## src/rtl/tspd_pkg.sv

```systemverilog
// Shared types and constants of the serial tablet packet decoder.
package tspd_pkg;

    // Frame bytes that decoding ever looks at
    localparam int HEAD_BYTES = 7;
    // Command queue between front and back
    localparam int CMD_DEPTH  = 4;
    localparam int CMD_PTR_W  = 2;
    localparam int CMD_CNT_W  = 3;

    // Characters of the ASCII responses
    localparam logic [7:0] CH_CR    = 8'h0D;
    localparam logic [7:0] CH_TILDE = 8'h7E;
    localparam logic [7:0] CH_HASH  = 8'h23;
    localparam logic [7:0] CH_R     = 8'h52;
    localparam logic [7:0] CH_C     = 8'h43;

    typedef enum logic [1:0] {
        KIND_REPORT   = 2'd0,
        KIND_RELEASE  = 2'd1,
        KIND_RESPONSE = 2'd2
    } t_kind;

    typedef enum logic [1:0] {
        TOOL_NONE   = 2'd0,
        TOOL_STYLUS = 2'd1,
        TOOL_ERASER = 2'd2,
        TOOL_CURSOR = 2'd3
    } t_tool;

    typedef enum logic [2:0] {
        RSP_MODEL   = 3'd0,
        RSP_CONFIG  = 3'd1,
        RSP_COORDS  = 3'd2,
        RSP_OTHER   = 3'd3,
        RSP_GARBLED = 3'd4
    } t_rsp;

    // Classified frame handed from front to back
    typedef struct packed {
        logic                          is_pkt;
        t_rsp                          rsp;
        logic [HEAD_BYTES-1:0][7:0]    head;
    } t_cmd;

    // One result transaction
    typedef struct packed {
        t_kind       kind;
        logic [15:0] pos_x;
        logic [15:0] pos_y;
        logic [8:0]  pressure;
        logic        in_proximity;
        t_tool       tool_code;
        logic        touch_button;
        logic        side_button;
        t_rsp        response_code;
        logic        last_of_run;
    } t_result;

endpackage

```

## src/rtl/tspd_front.sv

```systemverilog
// Front end: frame assembly and classification of received bytes.
module tspd_front #(
    parameter int PACKET_BYTES = 10,
    parameter int BUFFER_BYTES = 32
) (
    input  logic             i_clk,
    input  logic             i_rst_n,
    input  logic             i_accept,
    input  logic [7:0]       i_rx_byte,
    output logic             o_cmd_push,
    output tspd_pkg::t_cmd   o_cmd
);

    localparam int FILL_MAX = (BUFFER_BYTES > PACKET_BYTES) ? BUFFER_BYTES : PACKET_BYTES;
    localparam int FILL_W   = $clog2(FILL_MAX + 1);
    localparam logic [FILL_W-1:0] FILL_FULL = FILL_W'(BUFFER_BYTES);
    localparam logic [FILL_W-1:0] FILL_PKT  = FILL_W'(PACKET_BYTES);

    logic [FILL_W-1:0]                          r_fill, n_fill;
    logic [tspd_pkg::HEAD_BYTES-1:0][7:0]       r_head;
    logic [tspd_pkg::HEAD_BYTES-1:0][7:0]       merged;
    logic [FILL_W-1:0]                          wr_idx, new_fill;
    logic                                       is_pkt, is_rsp;
    tspd_pkg::t_rsp                             rsp;

    // Write position, frame head with this byte merged in, classification
    always_comb begin
        wr_idx = (i_rx_byte[7] || (r_fill >= FILL_FULL)) ? '0 : r_fill;
        new_fill = wr_idx + FILL_W'(1);
        for (int i = 0; i < tspd_pkg::HEAD_BYTES; i++) begin
            merged[i] = (wr_idx == FILL_W'(i)) ? i_rx_byte : r_head[i];
        end
        is_pkt = (new_fill == FILL_PKT) && merged[0][7];
        is_rsp = !is_pkt && (i_rx_byte == tspd_pkg::CH_CR) && !merged[0][7];
        if ((merged[0] != tspd_pkg::CH_TILDE) || (new_fill < FILL_W'(2))) begin
            rsp = tspd_pkg::RSP_GARBLED;
        end else begin
            case (merged[1])
                tspd_pkg::CH_HASH: rsp = tspd_pkg::RSP_MODEL;
                tspd_pkg::CH_R:    rsp = tspd_pkg::RSP_CONFIG;
                tspd_pkg::CH_C:    rsp = tspd_pkg::RSP_COORDS;
                default:           rsp = tspd_pkg::RSP_OTHER;
            endcase
        end
        n_fill = (is_pkt || is_rsp) ? '0 : new_fill;
    end

    // Fill index
    always_ff @(posedge i_clk) begin
        if (!i_rst_n) begin
            r_fill <= '0;
        end else if (i_accept) begin
            r_fill <= n_fill;
        end
    end

    // Head bytes of the frame; the tail is never read so is not kept
    always_ff @(posedge i_clk) begin
        if (i_accept) begin
            r_head <= merged;
        end
    end

    assign o_cmd_push    = i_accept && (is_pkt || is_rsp);
    assign o_cmd.is_pkt  = is_pkt;
    assign o_cmd.rsp     = rsp;
    assign o_cmd.head    = merged;

endmodule

```

## src/rtl/tspd_cmd_fifo.sv

```systemverilog
// Short command queue between the front and back ends.
module tspd_cmd_fifo (
    input  logic             i_clk,
    input  logic             i_rst_n,
    input  logic             i_push,
    input  tspd_pkg::t_cmd   i_cmd,
    input  logic             i_pop,
    output logic             o_full,
    output logic             o_empty,
    output tspd_pkg::t_cmd   o_head
);

    tspd_pkg::t_cmd                   r_mem [tspd_pkg::CMD_DEPTH];
    logic [tspd_pkg::CMD_PTR_W-1:0]   r_wp, r_rp;
    logic [tspd_pkg::CMD_CNT_W-1:0]   r_cnt;
    logic                             do_push, do_pop;

    assign o_full  = (r_cnt == tspd_pkg::CMD_CNT_W'(tspd_pkg::CMD_DEPTH));
    assign o_empty = (r_cnt == '0);
    assign do_push = i_push && !o_full;
    assign do_pop  = i_pop && !o_empty;
    assign o_head  = r_mem[r_rp];

    // Pointers and occupancy
    always_ff @(posedge i_clk) begin
        if (!i_rst_n) begin
            r_wp  <= '0;
            r_rp  <= '0;
            r_cnt <= '0;
        end else begin
            if (do_push) r_wp <= r_wp + 1'b1;
            if (do_pop)  r_rp <= r_rp + 1'b1;
            case ({do_push, do_pop})
                2'b10:   r_cnt <= r_cnt + 1'b1;
                2'b01:   r_cnt <= r_cnt - 1'b1;
                default: r_cnt <= r_cnt;
            endcase
        end
    end

    // Storage
    always_ff @(posedge i_clk) begin
        if (do_push) begin
            r_mem[r_wp] <= i_cmd;
        end
    end

endmodule

```

## src/rtl/tspd_back.sv

```systemverilog
// Back end: packet decode, tool tracking and the result register.
module tspd_back (
    input  logic               i_clk,
    input  logic               i_rst_n,
    input  logic [1:0]         i_extra_bits,
    input  logic               i_cmd_empty,
    input  tspd_pkg::t_cmd     i_cmd,
    output logic               o_cmd_pop,
    input  logic               i_res_pop,
    output logic               o_res_valid,
    output tspd_pkg::t_result  o_res
);

    logic               r_valid, r_rel_sent;
    tspd_pkg::t_tool    r_tool;
    tspd_pkg::t_result  r_res, n_res;
    logic               load, need_rel;
    logic [7:0]         b0, b1, b2, b3, b4, b5, b6;
    logic [3:0]         button;
    tspd_pkg::t_tool    tool;
    logic [8:0]         z;

    assign b0 = i_cmd.head[0];
    assign b1 = i_cmd.head[1];
    assign b2 = i_cmd.head[2];
    assign b3 = i_cmd.head[3];
    assign b4 = i_cmd.head[4];
    assign b5 = i_cmd.head[5];
    assign b6 = i_cmd.head[6];
    assign button = b3[6:3];

    // Result slot takes a new transaction when empty or being drained
    assign load = !i_cmd_empty && (!r_valid || i_res_pop);

    // Field decode and next result
    always_comb begin
        if (b0[5]) begin
            tool = button[2] ? tspd_pkg::TOOL_ERASER : tspd_pkg::TOOL_STYLUS;
        end else begin
            tool = tspd_pkg::TOOL_CURSOR;
        end
        // pressure widened by extra bits, sign bit flipped; 3 saturates to 2
        case (i_extra_bits)
            2'd0:    z = {2'b00, b6[6:0]} ^ 9'h040;
            2'd1:    z = {1'b0, b6[6:0], b3[2]} ^ 9'h080;
            default: z = {b6[6:0], b3[2], b0[2]} ^ 9'h100;
        endcase
        need_rel = i_cmd.is_pkt && (tool != r_tool) && (r_tool != tspd_pkg::TOOL_NONE)
                   && !r_rel_sent;

        n_res = '0;
        if (!i_cmd.is_pkt) begin
            n_res.kind          = tspd_pkg::KIND_RESPONSE;
            n_res.response_code = i_cmd.rsp;
            n_res.last_of_run   = 1'b1;
        end else if (need_rel) begin
            n_res.kind          = tspd_pkg::KIND_RELEASE;
            n_res.tool_code     = r_tool;
        end else begin
            n_res.kind          = tspd_pkg::KIND_REPORT;
            n_res.pos_x         = {b0[1:0], 14'd0} | {1'b0, b1, 7'd0} | {8'd0, b2};
            n_res.pos_y         = {b3[1:0], 14'd0} | {1'b0, b4, 7'd0} | {8'd0, b5};
            n_res.pressure      = z;
            n_res.in_proximity  = b0[6];
            n_res.tool_code     = tool;
            n_res.touch_button  = button[0];
            n_res.side_button   = button[1];
            n_res.last_of_run   = 1'b1;
        end
    end

    // A release keeps the command at the queue head for its report
    assign o_cmd_pop = load && !need_rel;

    // Control state
    always_ff @(posedge i_clk) begin
        if (!i_rst_n) begin
            r_valid    <= 1'b0;
            r_rel_sent <= 1'b0;
            r_tool     <= tspd_pkg::TOOL_NONE;
        end else begin
            if (load) begin
                r_valid <= 1'b1;
            end else if (i_res_pop) begin
                r_valid <= 1'b0;
            end
            if (load) begin
                if (need_rel) begin
                    r_rel_sent <= 1'b1;
                end else begin
                    r_rel_sent <= 1'b0;
                    if (i_cmd.is_pkt) r_tool <= tool;
                end
            end
        end
    end

    // Result payload
    always_ff @(posedge i_clk) begin
        if (load) begin
            r_res <= n_res;
        end
    end

    assign o_res_valid = r_valid;
    assign o_res       = r_res;

endmodule

```

## src/rtl/tablet_serial_packet_decoder.sv

```systemverilog
// Top level of the serial tablet packet decoder.
//
// Input channel: one received byte per transaction on i_rx_byte, taken on a
// clock edge with push high and full low. Result channel: while empty is
// low the oldest result sits on the o_ ports and pop takes it.
// A finished binary packet gives one pen report, preceded by a release of
// the previous tool when the tool changes; a CR-terminated ASCII frame
// gives one response. o_last_of_run marks the final result of a byte.
// Throughput: one byte per cycle while full is low. The byte completing a
// frame puts its command in the queue, and the back end then loads it into
// the result register; a report after a release loads once the release is taken.
// A four-entry command queue parts the front end from the back end and a
// result register parts the back end from the receiver: while pop is held
// low the result holds, the queue fills, and full rises once it is full.
// Synchronous active-low reset empties the queue and result register,
// clears the fill index and the current tool, and sets the extra pressure
// bits register to 1. It is written through i_cfg_we / i_cfg_wdata; the
// user must write it only while the block is idle, not enforced by the block.
module tablet_serial_packet_decoder #(
    parameter int PACKET_BYTES = 10,
    parameter int BUFFER_BYTES = 32
) (
    input  logic        i_clk,
    input  logic        i_rst_n,
    input  logic        push,
    output logic        full,
    input  logic [7:0]  i_rx_byte,
    output logic        empty,
    input  logic        pop,
    output logic [1:0]  o_kind,
    output logic [15:0] o_pos_x,
    output logic [15:0] o_pos_y,
    output logic [8:0]  o_pressure,
    output logic        o_in_proximity,
    output logic [1:0]  o_tool_code,
    output logic        o_touch_button,
    output logic        o_side_button,
    output logic [2:0]  o_response_code,
    output logic        o_last_of_run,
    input  logic        i_cfg_we,
    input  logic [1:0]  i_cfg_wdata
);

    logic [1:0]         r_epb;
    logic               accept, cmd_push, cmd_pop, cmd_empty, res_valid;
    tspd_pkg::t_cmd     cmd_in, cmd_head;
    tspd_pkg::t_result  res;

    assign accept = push && !full;

    // Extra pressure bits register
    always_ff @(posedge i_clk) begin
        if (!i_rst_n) begin
            r_epb <= 2'd1;
        end else if (i_cfg_we) begin
            r_epb <= i_cfg_wdata;
        end
    end

    tspd_front #(
        .PACKET_BYTES (PACKET_BYTES),
        .BUFFER_BYTES (BUFFER_BYTES)
    ) u_front (
        .i_clk      (i_clk),
        .i_rst_n    (i_rst_n),
        .i_accept   (accept),
        .i_rx_byte  (i_rx_byte),
        .o_cmd_push (cmd_push),
        .o_cmd      (cmd_in)
    );

    tspd_cmd_fifo u_queue (
        .i_clk   (i_clk),
        .i_rst_n (i_rst_n),
        .i_push  (cmd_push),
        .i_cmd   (cmd_in),
        .i_pop   (cmd_pop),
        .o_full  (full),
        .o_empty (cmd_empty),
        .o_head  (cmd_head)
    );

    tspd_back u_back (
        .i_clk        (i_clk),
        .i_rst_n      (i_rst_n),
        .i_extra_bits (r_epb),
        .i_cmd_empty  (cmd_empty),
        .i_cmd        (cmd_head),
        .o_cmd_pop    (cmd_pop),
        .i_res_pop    (pop),
        .o_res_valid  (res_valid),
        .o_res        (res)
    );

    // Result ports
    assign empty           = !res_valid;
    assign o_kind          = res.kind;
    assign o_pos_x         = res.pos_x;
    assign o_pos_y         = res.pos_y;
    assign o_pressure      = res.pressure;
    assign o_in_proximity  = res.in_proximity;
    assign o_tool_code     = res.tool_code;
    assign o_touch_button  = res.touch_button;
    assign o_side_button   = res.side_button;
    assign o_response_code = res.response_code;
    assign o_last_of_run   = res.last_of_run;

endmodule

```

## config.mk

```make
export PLATFORM = sky130hd
export DESIGN_NAME = tablet_serial_packet_decoder
export DESIGN_NICKNAME = d
export VERILOG_FILES = /design/src/rtl/tspd_pkg.sv /design/src/rtl/tspd_front.sv /design/src/rtl/tspd_cmd_fifo.sv /design/src/rtl/tspd_back.sv /design/src/rtl/tablet_serial_packet_decoder.sv
export SDC_FILE = /design/constraint.sdc
export NUM_CORES = 1
export LEC_CHECK = 0
export ABC_AREA = 1
export BUFFER_PORTS_ARGS = -buffer_cell sky130_fd_sc_hd__buf_2
export CORE_MARGIN = 8
export CORE_UTILIZATION = 63
export CTS_BUF_LIST = sky130_fd_sc_hd__clkbuf_4 sky130_fd_sc_hd__clkbuf_8
export CTS_CLUSTER_SIZE = 16
export DETAILED_ROUTE_END_ITERATION = 6
export HOLD_SLACK_MARGIN = 0.02
export PLACE_DENSITY = 0.89
export SKIP_CTS_REPAIR_TIMING = 1
export SYNTH_ARGS = -nofsm -noshare
export SYNTH_HDL_FRONTEND = slang
export SYNTH_SLANG_ARGS = --single-unit
```

## constraint.sdc

```tcl
create_clock -name i_clk -period 7.1 [get_ports i_clk]
set_input_delay 0 -clock i_clk [delete_from_list [all_inputs] [get_ports i_clk]]
set_output_delay 0 -clock i_clk [all_outputs]
set_load 0.01 [all_outputs]
```

==> impl.org, run 1 <==
** Synth
- In this run, distinct cell masters in the synthesized netlist total 45.
- Sequential cells were found to cover 72.7% of the synthesized design area.
- The cell area that synthesis handed to floorplanning was 13800 um2.
- Post-synth top flop :: sky130_fd_sc_hd__edfxtp_1
- Synth warn :: 0
- Synthesis inferred 342 register bits.
- Counting flops with a built-in enable in the synthesized netlist gives 321.
- Synthesis handed over a netlist of ~1100 instances.
- Average instance area after synthesis :: roughly 12 um2
- Post-synth net total :: between 1000 and 1500
- Share of flip-flops with an asynchronous set or reset after synthesis :: 0%

** Floorplan
- The die covers about 27000 um2.
- Die Y-Extent :: around 160 um
- Placeable Area :: ~22000 um2
- Die W :: between 150 and 200 um
- The initial utilization of the core area, before any placement, comes to between 60% and 70%.
- The floorplan has 54 rows.
- Pin placement for this block handled 69 I/O pins.

** Setup path
- For the worst setup path, the data required time is approximately 7.3 ns.
- Endpoint type of the worst setup path :: flip-flop
- The slowest stage of the critical path belongs to the cell sky130_fd_sc_hd__nor2_4.
- Kind of cell with the highest combined delay on the critical path :: simple AND/OR/NAND/NOR gates
- Crit-path max FO :: 32
- For this run, the slowest stage of the critical path takes approximately 0.67 ns.
- Count of buffering cells on the critical path with inverters included :: 3
- The worst setup path is launched from a flip-flop.
- Ordered cell list for the critical path :: inv_1 > nand2_2 > nor2_1 > inv_1 > ha_1 > nand3_4 > nand2_1 > o21ai_2 > nand3_2 > nand2_2 > nand2_4 > nor2_4 > buf_4
- Data arrives at the worst endpoint at 3.80 ns.
- Worst Setup Path Type :: reg2reg

** Route
- 1st-iter DRT viols :: 1155
- Post-route DRC violation count :: 3
- Wire length per cell :: 19.7 um
- Using the TritonRoute via totals, the vias-per-cell ratio works out to ~6.
- Drt total wl :: 30.0 mm
- Final ANT Viol Nets :: 0
- Via count :: approximately 9000
- Before antenna repair, the detailed router went through 7 iterations.

** Placed design
- Instance area at placement :: 14400 um2
- Post-detailed-placement half-perimeter wirelength :: roughly 17 mm
- Counting tap cells, the placed design contains a total of between 1000 and 1500 instances.
- Port Buffers :: approximately 70
- Global placer's final weighted congestion :: 0.857

** Outcome
- Violations in the final reports :: DRC, hold timing
- The run finished, with violations left.

** GRT
- Largest net degree at the start of global routing :: 106
- First-pass GRT wire length :: 46.5 mm
- Total overflow reported by the global router :: 0
- Number of antenna violations at the first check in global routing :: 0
- Global routing consumed, over all layers together, between 20% and 30% of the routing resources.
- Vias in the first global route :: approximately 9000

** Pwr
- Static Leak :: around 5.7 nW
- Share of total power consumed by net switching :: about a third
- Internal power comes to 3.85 mW.
- Net switching power figure :: roughly 1.9 mW
- Combinational cell fraction of total power :: 27.0%
- In this run the power density over the cells is around 380 nW/um2.
- The clock network is responsible for roughly a quarter of the overall power.
- VDD sags by at most approximately 0.00024 V.
- The share of total power dissipated in sequential elements is a little under half.

** Timing
- Derived from the worst setup path, the maximum achievable clock frequency is roughly 0.28 GHz.
- The worst pin sits at a relative slew slack of between 10% and 20%.
- Summed over all failing endpoints, the final setup total negative slack is 0 ns.
- On the final layout, the worst hold slack is -0.0126 ns.
- The final-report hold violation count was 5.
- Worst clock skew on the final layout :: 0.0278 ns
- The final critical path takes up 50.7% of the cycle.
- Total setup violations reported at the end of the flow :: 0
- Final slew viol count :: 0
- The smallest clock period supported by the final layout is computed as between 3 and 4 ns.
- Setup repair after global routing left no endpoint under its margin.
- Measured slew at the worst slew-check pin :: 1.25 ns

** Finish
- Post-route insts no fill :: around 1500
- Cells with a size suffix above 1 make up roughly 17% of the layout.
- In the final design database the tool counted approximately 1200 nets.
- Relative to the synthesized area, the layout overhead comes to 11.4%.
- 0 antenna diodes ended up in the layout.
- Cell area after layout :: between 15000 and 20000 um2

** Clock network
- Max H-tree Level :: 2
- Clock-pin slew was measured on the worst setup and hold paths at ~0.070 ns.
- Number of buffers on the longest clock path :: 3
- TritonCTS built the clock tree.
- Clock root buffer :: sky130_fd_sc_hd__clkbuf_8
- TritonCTS created 48 clock buffers.
- Clock tree synthesis found a total of ~340 sinks.
- Clk Latency, worst-skew pair :: 0.58 ns

** Run
- The tool flagged a number of max-cap violations equal to 0.

** Min path
- Worst hold path class :: in2reg
-- layer usage --
layer	share of wire, %	up-vias	wire, um	global-route usage, %
met1	36	4296	10800	27.0
met3	10	113	3090	4.11
li1	-	4106	-	-
met5	0	-	0	0
met4	3.9	0	1180	11.0
met2	50	603	14900	37.7
-- Yosys cell counts (all sizes together), types with 2 or more instances --
library cell | count | area, um2
a31oi | 6 | 82.6
o31ai | 4 | 30.0
nor2 | 207 | 805
dfxtp | 21 | 420
clkbuf | 16 | 60.1
ha | 10 | 125
nand4 | 5 | 31.3
o21a | 4 | 30.0
o21ai | 119 | 629
inv | 71 | 272
nand3 | 33 | 210
nand2 | 167 | 667
nor4 | 2 | 12.5
edfxtp | 321 | 9640
a21oi | 72 | 379
nor3 | 10 | 55.1
a211oi | 4 | 30.0
o22ai | 9 | 68.8
buf | 31 | 214
-- worst paths after layout --
| path | start | endpoint | slack [ns] | cells past startpoint |
|---|---|---|---|---|
| worst max-delay path | u_front.r_fill[5]$_SDFFE_PN0P_ | u_queue.r_mem[3][6]$_DFFE_PP_ | 3.50 | 13 |
| worst min-delay path | i_rx_byte[5] | u_queue.r_mem[0][13]$_DFFE_PP_ | -0.01 | 3 |
| worst max register to register | u_front.r_fill[5]$_SDFFE_PN0P_ | u_queue.r_mem[3][6]$_DFFE_PP_ | 3.50 | 13 |
| worst min register to register | u_queue.r_cnt[0]$_SDFFE_PN0P_ | u_queue.r_cnt[0]$_SDFFE_PN0P_ | 0.48 | 1 |
-- power groups by stage --
stage / Sequential, mW / Clock, mW / Combinational, mW
after floorplan: 2.88 / 0 / 0.984
after global placement: 2.78 / 0 / 1.46
after detailed placement: 2.79 / 0 / 1.53
after CTS: 2.75 / 1.47 / 1.55
after global routing: 2.78 / 1.57 / 1.71
final: 2.75 / 1.47 / 1.56
-- through the flow --
stage          util, %  worst slack (ns)  total power, mW
6_report          71.0              3.50             5.78
3_5_place_dp      66.3              3.57             4.31
2_1_floorplan        -              2.13             3.86
3_3_place_gp      66.3              3.68             4.24
4_1_cts           70.5              3.53             5.77
5_1_grt           71.0              3.31             6.06
-- area by class of cell --
class	instances	area (um2)
repair buffers	88	518
multi-input cells	659	3280
clock buffers	63	773
fillers	1291	6280
well taps	280	350
clock inverters	25	149
inverters	71	272
flip-flops and latches	342	10100
-- cell usage in the layout (no fill, tap or decap), types with 2 or more instances in the layout --
cell type	netlist	routed
sky130_fd_sc_hd__a21oi_1	67	67
sky130_fd_sc_hd__clkinv_2	0	10
sky130_fd_sc_hd__nand2_4	3	3
sky130_fd_sc_hd__dlygate4sd3_1	0	11
sky130_fd_sc_hd__nand2_2	7	7
sky130_fd_sc_hd__nand2_1	157	157
sky130_fd_sc_hd__o21a_1	4	4
sky130_fd_sc_hd__nor2_2	2	2
sky130_fd_sc_hd__nor3_1	9	9
sky130_fd_sc_hd__clkbuf_4	0	15
sky130_fd_sc_hd__ha_1	10	10
sky130_fd_sc_hd__nor2_1	202	197
sky130_fd_sc_hd__clkbuf_8	0	48
sky130_fd_sc_hd__o21ai_2	6	6
sky130_fd_sc_hd__a31oi_1	3	2
sky130_fd_sc_hd__buf_2	17	68
sky130_fd_sc_hd__nor2_4	3	8
sky130_fd_sc_hd__nand4_1	5	5
sky130_fd_sc_hd__o31ai_1	4	4
sky130_fd_sc_hd__clkinv_1	0	11
sky130_fd_sc_hd__edfxtp_1	321	321
sky130_fd_sc_hd__nand3_2	4	4
sky130_fd_sc_hd__inv_1	65	65
sky130_fd_sc_hd__a211oi_1	4	4
sky130_fd_sc_hd__buf_4	2	9
sky130_fd_sc_hd__nor4_1	2	2
sky130_fd_sc_hd__a21oi_2	5	5
sky130_fd_sc_hd__o21ai_1	4	4
sky130_fd_sc_hd__dfxtp_1	21	19
sky130_fd_sc_hd__nand3_4	2	2
sky130_fd_sc_hd__a31oi_4	3	4
sky130_fd_sc_hd__o21ai_0	108	108
sky130_fd_sc_hd__o22ai_2	2	2
sky130_fd_sc_hd__inv_6	1	2
sky130_fd_sc_hd__dfxtp_2	0	2
sky130_fd_sc_hd__inv_2	5	5
sky130_fd_sc_hd__nand3_1	27	27
sky130_fd_sc_hd__o22ai_1	7	7
-- worst reg2reg max path: stages (launching register included) --
cell and delay [ns]:
sky130_fd_sc_hd__dfxtp_1 0.34, sky130_fd_sc_hd__inv_1 0.08, sky130_fd_sc_hd__nand2_2 0.09, sky130_fd_sc_hd__nor2_1 0.25, sky130_fd_sc_hd__inv_1 0.13, sky130_fd_sc_hd__ha_1 0.27, sky130_fd_sc_hd__nand3_4 0.22, sky130_fd_sc_hd__nand2_1 0.11
sky130_fd_sc_hd__o21ai_2 0.10, sky130_fd_sc_hd__nand3_2 0.12, sky130_fd_sc_hd__nand2_2 0.14, sky130_fd_sc_hd__nand2_4 0.14, sky130_fd_sc_hd__nor2_4 0.67, sky130_fd_sc_hd__buf_4 0.58
-- logic make-up (layout without fill, tap and decap cells) --
| family | count (synthesis) | count (layout) | synth area share (%) |
|---|---|---|---|
| simple gates | 427 | 427 | 13.1 |
| flops | 342 | 342 | 72.7 |
| compound gates | 220 | 220 | 9.17 |
| buf+inv | 118 | 247 | 3.94 |
| fa+ha+maj | 11 | 11 | 1.05 |
| xor+xnor | 1 | 1 | 0.0633 |
-- flip-flops by register name, indices dropped and copies added, names as in the netlist, named ones only --
name                count
u_queue.r_wp            2
u_back.r_tool           2
u_queue.r_cnt           3
r_epb                   2
u_back.o_res_valid      1
u_back.o_res           52
u_front.r_fill          6
u_queue.r_rp            2
u_front.r_head         53
u_queue.r_mem         216
u_back.r_rel_sent       1
No activity file was read; power rests on OpenSTA's default activity.
==> run 2, diff against run 1 <==
--- a/config.mk
+++ b/config.mk
@@ -5,15 +5,15 @@
 export SDC_FILE = /design/constraint.sdc
 export NUM_CORES = 1
 export LEC_CHECK = 0
-export ABC_AREA = 1
+export ABC_AREA = 0
 export BUFFER_PORTS_ARGS = -buffer_cell sky130_fd_sc_hd__buf_2
 export CORE_MARGIN = 8
-export CORE_UTILIZATION = 63
+export CORE_UTILIZATION = 57
 export CTS_BUF_LIST = sky130_fd_sc_hd__clkbuf_4 sky130_fd_sc_hd__clkbuf_8
 export CTS_CLUSTER_SIZE = 16
 export DETAILED_ROUTE_END_ITERATION = 6
 export HOLD_SLACK_MARGIN = 0.02
-export PLACE_DENSITY = 0.89
+export PLACE_DENSITY = 0.85
 export SKIP_CTS_REPAIR_TIMING = 1
 export SYNTH_ARGS = -nofsm -noshare
 export SYNTH_HDL_FRONTEND = slang
==> constraint.sdc (replaced) <==
create_clock -name i_clk -period 2.9 [get_ports i_clk]
set_input_delay 0 -clock i_clk [delete_from_list [all_inputs] [get_ports i_clk]]
set_output_delay 0 -clock i_clk [all_outputs]
set_load 0.01 [all_outputs]
==> run 2 against run 1 <==
The flow now finishes without violations. Fmax rose by 26%. Design area rose by 2.7%. Clock power rose to 2.7 times the previous value. Global-route usage fell by 3.7 points. First-iteration DRC count fell by 54%. Worst hold slack improved by 0.066 ns. Combinational power fell by 26%. Non-clock buffer count rose by 31. Highest routed layer unchanged. Core utilization fell by 3.4 points. Critical endpoint is now u_queue.r_cnt[2]$_SDFFE_PN0P_. Total power rose by 87%. Wire length fell by 12%.
==> impl.org, run 2 <==
** Setup path
- The critical path is of the reg2reg type.
- Stage delay of the slowest cell on the critical path :: 0.39 ns (-0.28 ns)
- Endpoint type of the worst setup path :: flip-flop
- CP startpoint kind :: flip-flop
- The critical path buffer and inverter count is 2 (-1).
- Ordered cell list for the critical path :: nor2_4 > nand2_4 > ha_4 > mux2i_1 > o21ai_1 > nand2_1 > or3_4 > a21oi_4 > inv_2 > ha_4 > inv_2 > fa_2 > xor2_1 > or3_1 > a21boi_1
- The worst-path maximum fanout is 3 (-91%).
- The arrival time of data at the critical path endpoint came to 3.34 ns (-0.46 ns).
- The largest individual stage delay along the critical path comes from the cell sky130_fd_sc_hd__or3_4.
- The required arrival time at the worst endpoint is 3.39 ns (-3.91 ns).
- Kind of cell with the highest combined delay on the critical path :: simple AND/OR/NAND/NOR gates

** Floorplan
- The chip width was 170 um (+3.6%).
- Starting density of the core :: 57.8% (-6.0 points)
- Die Y-Extent :: 170 um (+3.6%)
- The area of the placeable core came to 23400 um2 (+7.9%).
- DIE AREA :: 28900 um2 (+7.3%)
- The count of standard-cell rows was 56 (+3.7%).
- The number of ports placed on the die boundary was 69 (unchanged).

** Synth
- Post-synth design cell area :: 13500 um2 (-2.2%)
- Distinct cell type count of the synthesized netlist :: 58 (+29%)
- The mean post-synth cell area was 18.2 um2 (+47%).
- The number of nets produced by synthesis is 771 (-33%).
- The largest total area in the synthesized netlist belongs to sky130_fd_sc_hd__edfxtp_1.
- Synth warn :: 0 (unchanged)
- The flip-flop and latch count after synthesis came to 342 (unchanged).
- The share of flip-flops with an asynchronous set or reset after synthesis came to 0% (unchanged).
- The most common cell in the synthesized netlist is sky130_fd_sc_hd__edfxtp_1.
- The post-synthesis instance total was 745 (-33%).
- The area fraction of the dominant cell type after synthesis was 71.3% (+1.6 points).
- The commonest cells after synthesis are sky130_fd_sc_hd__edfxtp_1, sky130_fd_sc_hd__mux2_2, sky130_fd_sc_hd__mux4_2, sky130_fd_sc_hd__and2_1, sky130_fd_sc_hd__nand2_1.
- Sequential cell area fraction in the yosys report :: 74.4% (+1.7 points)
- The most used flip-flop cell after synthesis is sky130_fd_sc_hd__edfxtp_1.
- The number of synthesized flops with an enable pin was 321 (unchanged).
- By area the synthesized netlist is led by sky130_fd_sc_hd__edfxtp_1, sky130_fd_sc_hd__mux4_2, sky130_fd_sc_hd__mux2_2, sky130_fd_sc_hd__dfxtp_1, sky130_fd_sc_hd__and2_1.

** Clock network
- Clock-pin slew of the registers on the worst-case setup and hold paths :: 0.07 ns (about the same)
- The TritonCTS buffer count was 51 (+6.3%).
- TritonCTS built the clock tree.
- Max H-tree Level :: 2 (unchanged)
- Clock tree synthesis selected as its root buffer the cell sky130_fd_sc_hd__clkbuf_8.
- The maximum clock path buffer count came to 3 (unchanged).
- The number of sinks on the clock net is 342 (unchanged).
- The clock network latency to the later pin of the worst-skew pair was 0.57 ns (about the same).

** Finish
- The final cell area excluding filler cells came to 15800 um2 (+2.7%).
- From synthesis to final layout, the design area changed by 16.9%.
- Most used cells in the layout excluding fill and tap cells :: sky130_fd_sc_hd__edfxtp_1, sky130_fd_sc_hd__buf_2, sky130_fd_sc_hd__clkbuf_8, sky130_fd_sc_hd__mux2_2, sky130_fd_sc_hd__mux4_2
- Share of layout cells above drive strength 1 :: 35.0% (+18 points)
- Leading cell type in the layout, fill and taps excluded :: sky130_fd_sc_hd__edfxtp_1
- Count of filler cells inserted in the layout :: 1518 (+18%)
- Max FFs per register :: 216 (unchanged)
- The number of diodes added for antenna fixing is 0 (unchanged).
- Ranked by flip-flop count, first place goes to u_queue.r_mem.
- The final net count was 913 (-26%).

** Route
- Via count :: 7162 (-21%)
- Via density per instance :: 5.76 (-3.5%)
- The number of nets still failing antenna checks after routing came to 0 (unchanged).
- The remaining routing DRC violations was 0 (-3).
- 1st-iter DRT viols :: 535 (-54%)
- The first-pass iteration count of the detailed router was 6 (-1).
- Drt total wl :: 26.5 mm (-12%)
- The detail-routed net length per standard cell came to 21.3 um (+8.3%).

** Placed design
- The total half-perimeter wirelength after legalization and detailed placement came to 16.0 mm (-7.0%).
- The placed cell area was 14600 um2 (+1.4%).
- Port Buffers :: 68 (unchanged)
- The worst slack after detailed placement was -0.0778 ns (-3.65 ns).
- Global placer's final weighted congestion :: 0.921 (+7.4%)

** Pwr
- The clock group share of total power came to 36.1% (+11 points).
- Power density relative to cell area :: 683 nW/um2 (+82%)
- Static Leak :: 5.38 nW (-4.9%)
- The cell internal power dissipation is 8.33 mW (+120%).
- The net load switching power is 2.47 mW (+28%).
- The register share of total power is 53.1% (+5.5 points).
- Total chip power :: 10.8 mW (+87%)
- The worst vdd rail ir drop was 0.000440 V (+81%).
- Combinational cell fraction of total power :: 10.8% (-16 points)
- The switching share of total power is 22.9% (-11 points).

** Run
- The max-capacitance violation count is 0 (unchanged).

** Timing
- Measured slew at the worst slew-check pin :: 0.753 ns (-0.499 ns)
- Count of final hold-check violations :: 0 (-5)
- Post-route worst setup slack :: 0.0543 ns (-3.45 ns)
- The worst slew slack as a fraction of its limit is 49.8% (+34 points).
- The number of setup violations in the final report is 0 (unchanged).
- The final cycle utilization of the critical path was 98.1% (+47 points).
- Minimum hold slack :: 0.0531 ns (+0.0657 ns)
- The time the worst path needs with I/O delays and setup came to 2.85 ns (-0.754 ns).
- Worst clock skew on the final layout :: 0.0198 ns (-0.00798 ns)
- Total negative slack for setup checks :: 0 ns (unchanged)
- Timing-limited maximum frequency :: 0.351 GHz (+26%)
- Final slew viol count :: 0 (unchanged)

** GRT
- Number of antenna violations at the first check in global routing :: 0 (unchanged)
- Vias in the first global route :: 7336 (-18%)
- Overall Global Routing Usage :: 18.5% (-3.7 points)
- The largest net degree at the start of global routing was 58 (-45%).
- First-pass GRT wire length :: 40.9 mm (-12%)
- Total overflow reported by the global router :: 0 (unchanged)

** Outcome
- Result of the run :: finished, final reports clean

** Min path
- Worst hold path class :: in2reg
run 2: changes by cell type after synthesis, moves of 21 or more:
cell / change
sky130_fd_sc_hd__a21oi_1: -44
sky130_fd_sc_hd__and2_1: +41
sky130_fd_sc_hd__inv_1: -49
sky130_fd_sc_hd__mux2_2: +49
sky130_fd_sc_hd__mux4_2: +44
sky130_fd_sc_hd__nand2_1: -119
sky130_fd_sc_hd__nand3_1: -21
sky130_fd_sc_hd__nor2_1: -169
sky130_fd_sc_hd__o21ai_0: -100
run 2: tightest hold or removal path, stage by stage:
cell	delay (ns)
sky130_fd_sc_hd__buf_2	0.07
sky130_fd_sc_hd__nand2b_1	0.28
sky130_fd_sc_hd__nand2_1	0.15
sky130_fd_sc_hd__a21boi_0	0.06
run 2: power groups by stage:
| stage | clock network (mW) | logic, mW | registers, mW |
|---|---|---|---|
| 5_1_grt | 4.21 | 1.28 | 5.75 |
| 3_3_place_gp | 0 | 1.10 | 5.83 |
| 2_1_floorplan | 0 | 0.729 | 5.87 |
| 3_5_place_dp | 0 | 1.14 | 5.84 |
| 6_report | 3.90 | 1.16 | 5.73 |
| 4_1_cts | 3.99 | 1.15 | 5.74 |
run 2: final cells by class:
| type | instances | area, um2 | share of cell area [%] |
|---|---|---|---|
| clock buffer | 78 | 948 | 6.00 |
| clock inverter | 13 | 91.3 | 0.577 |
| sequential | 342 | 10100 | 63.7 |
| multi-input combinational | 357 | 3380 | 21.4 |
| tap | 319 | 399 | 2.52 |
| timing repair buffer | 119 | 861 | 5.44 |
| inverter | 16 | 62.6 | 0.396 |
run 2: metal layers:
metal,global-route usage [%],routed length (um),share of wire (%),up-vias
met5,0,0,0,-
li1,-,-,-,3192
met2,30.2,13000,49,316
met3,4.24,2010,7.6,83
met1,23.4,10500,40,3571
met4,8.62,1020,3.8,0
run 2: final timing paths:
check                                      start  cells past startpoint  slack, ns                        endpoint
setup / recovery  u_front.r_fill[5]$_SDFFE_PN0P_                     15       0.05   u_queue.r_cnt[2]$_SDFFE_PN0P_
setup reg to reg  u_front.r_fill[5]$_SDFFE_PN0P_                     15       0.05   u_queue.r_cnt[2]$_SDFFE_PN0P_
hold / removal                              push                      4       0.05  u_front.r_fill[5]$_SDFFE_PN0P_
hold reg to reg     u_queue.r_rp[1]$_SDFFE_PN0P_                      2       0.48                       flip-flop
run 2: kinds of logic after synthesis:
group / Yosys count / synth area share [%]
and+or+nand+nor: 173 / 6.98
DFF: 342 / 74.4
xor gates and xnor gates: 5 / 0.324
adders and majority gates: 11 / 1.07
AOI/OAI and AO/OA: 56 / 2.72
buffers and inverters: 46 / 1.47
muxes: 112 / 13.1
run 2: through the flow:
stage          util [%]  std cells
2_1_floorplan         -        745
3_5_place_dp       62.3       1137
4_1_cts            66.7       1228
6_report           67.6       1244
5_1_grt            67.6       1244
3_3_place_gp       62.3       1137
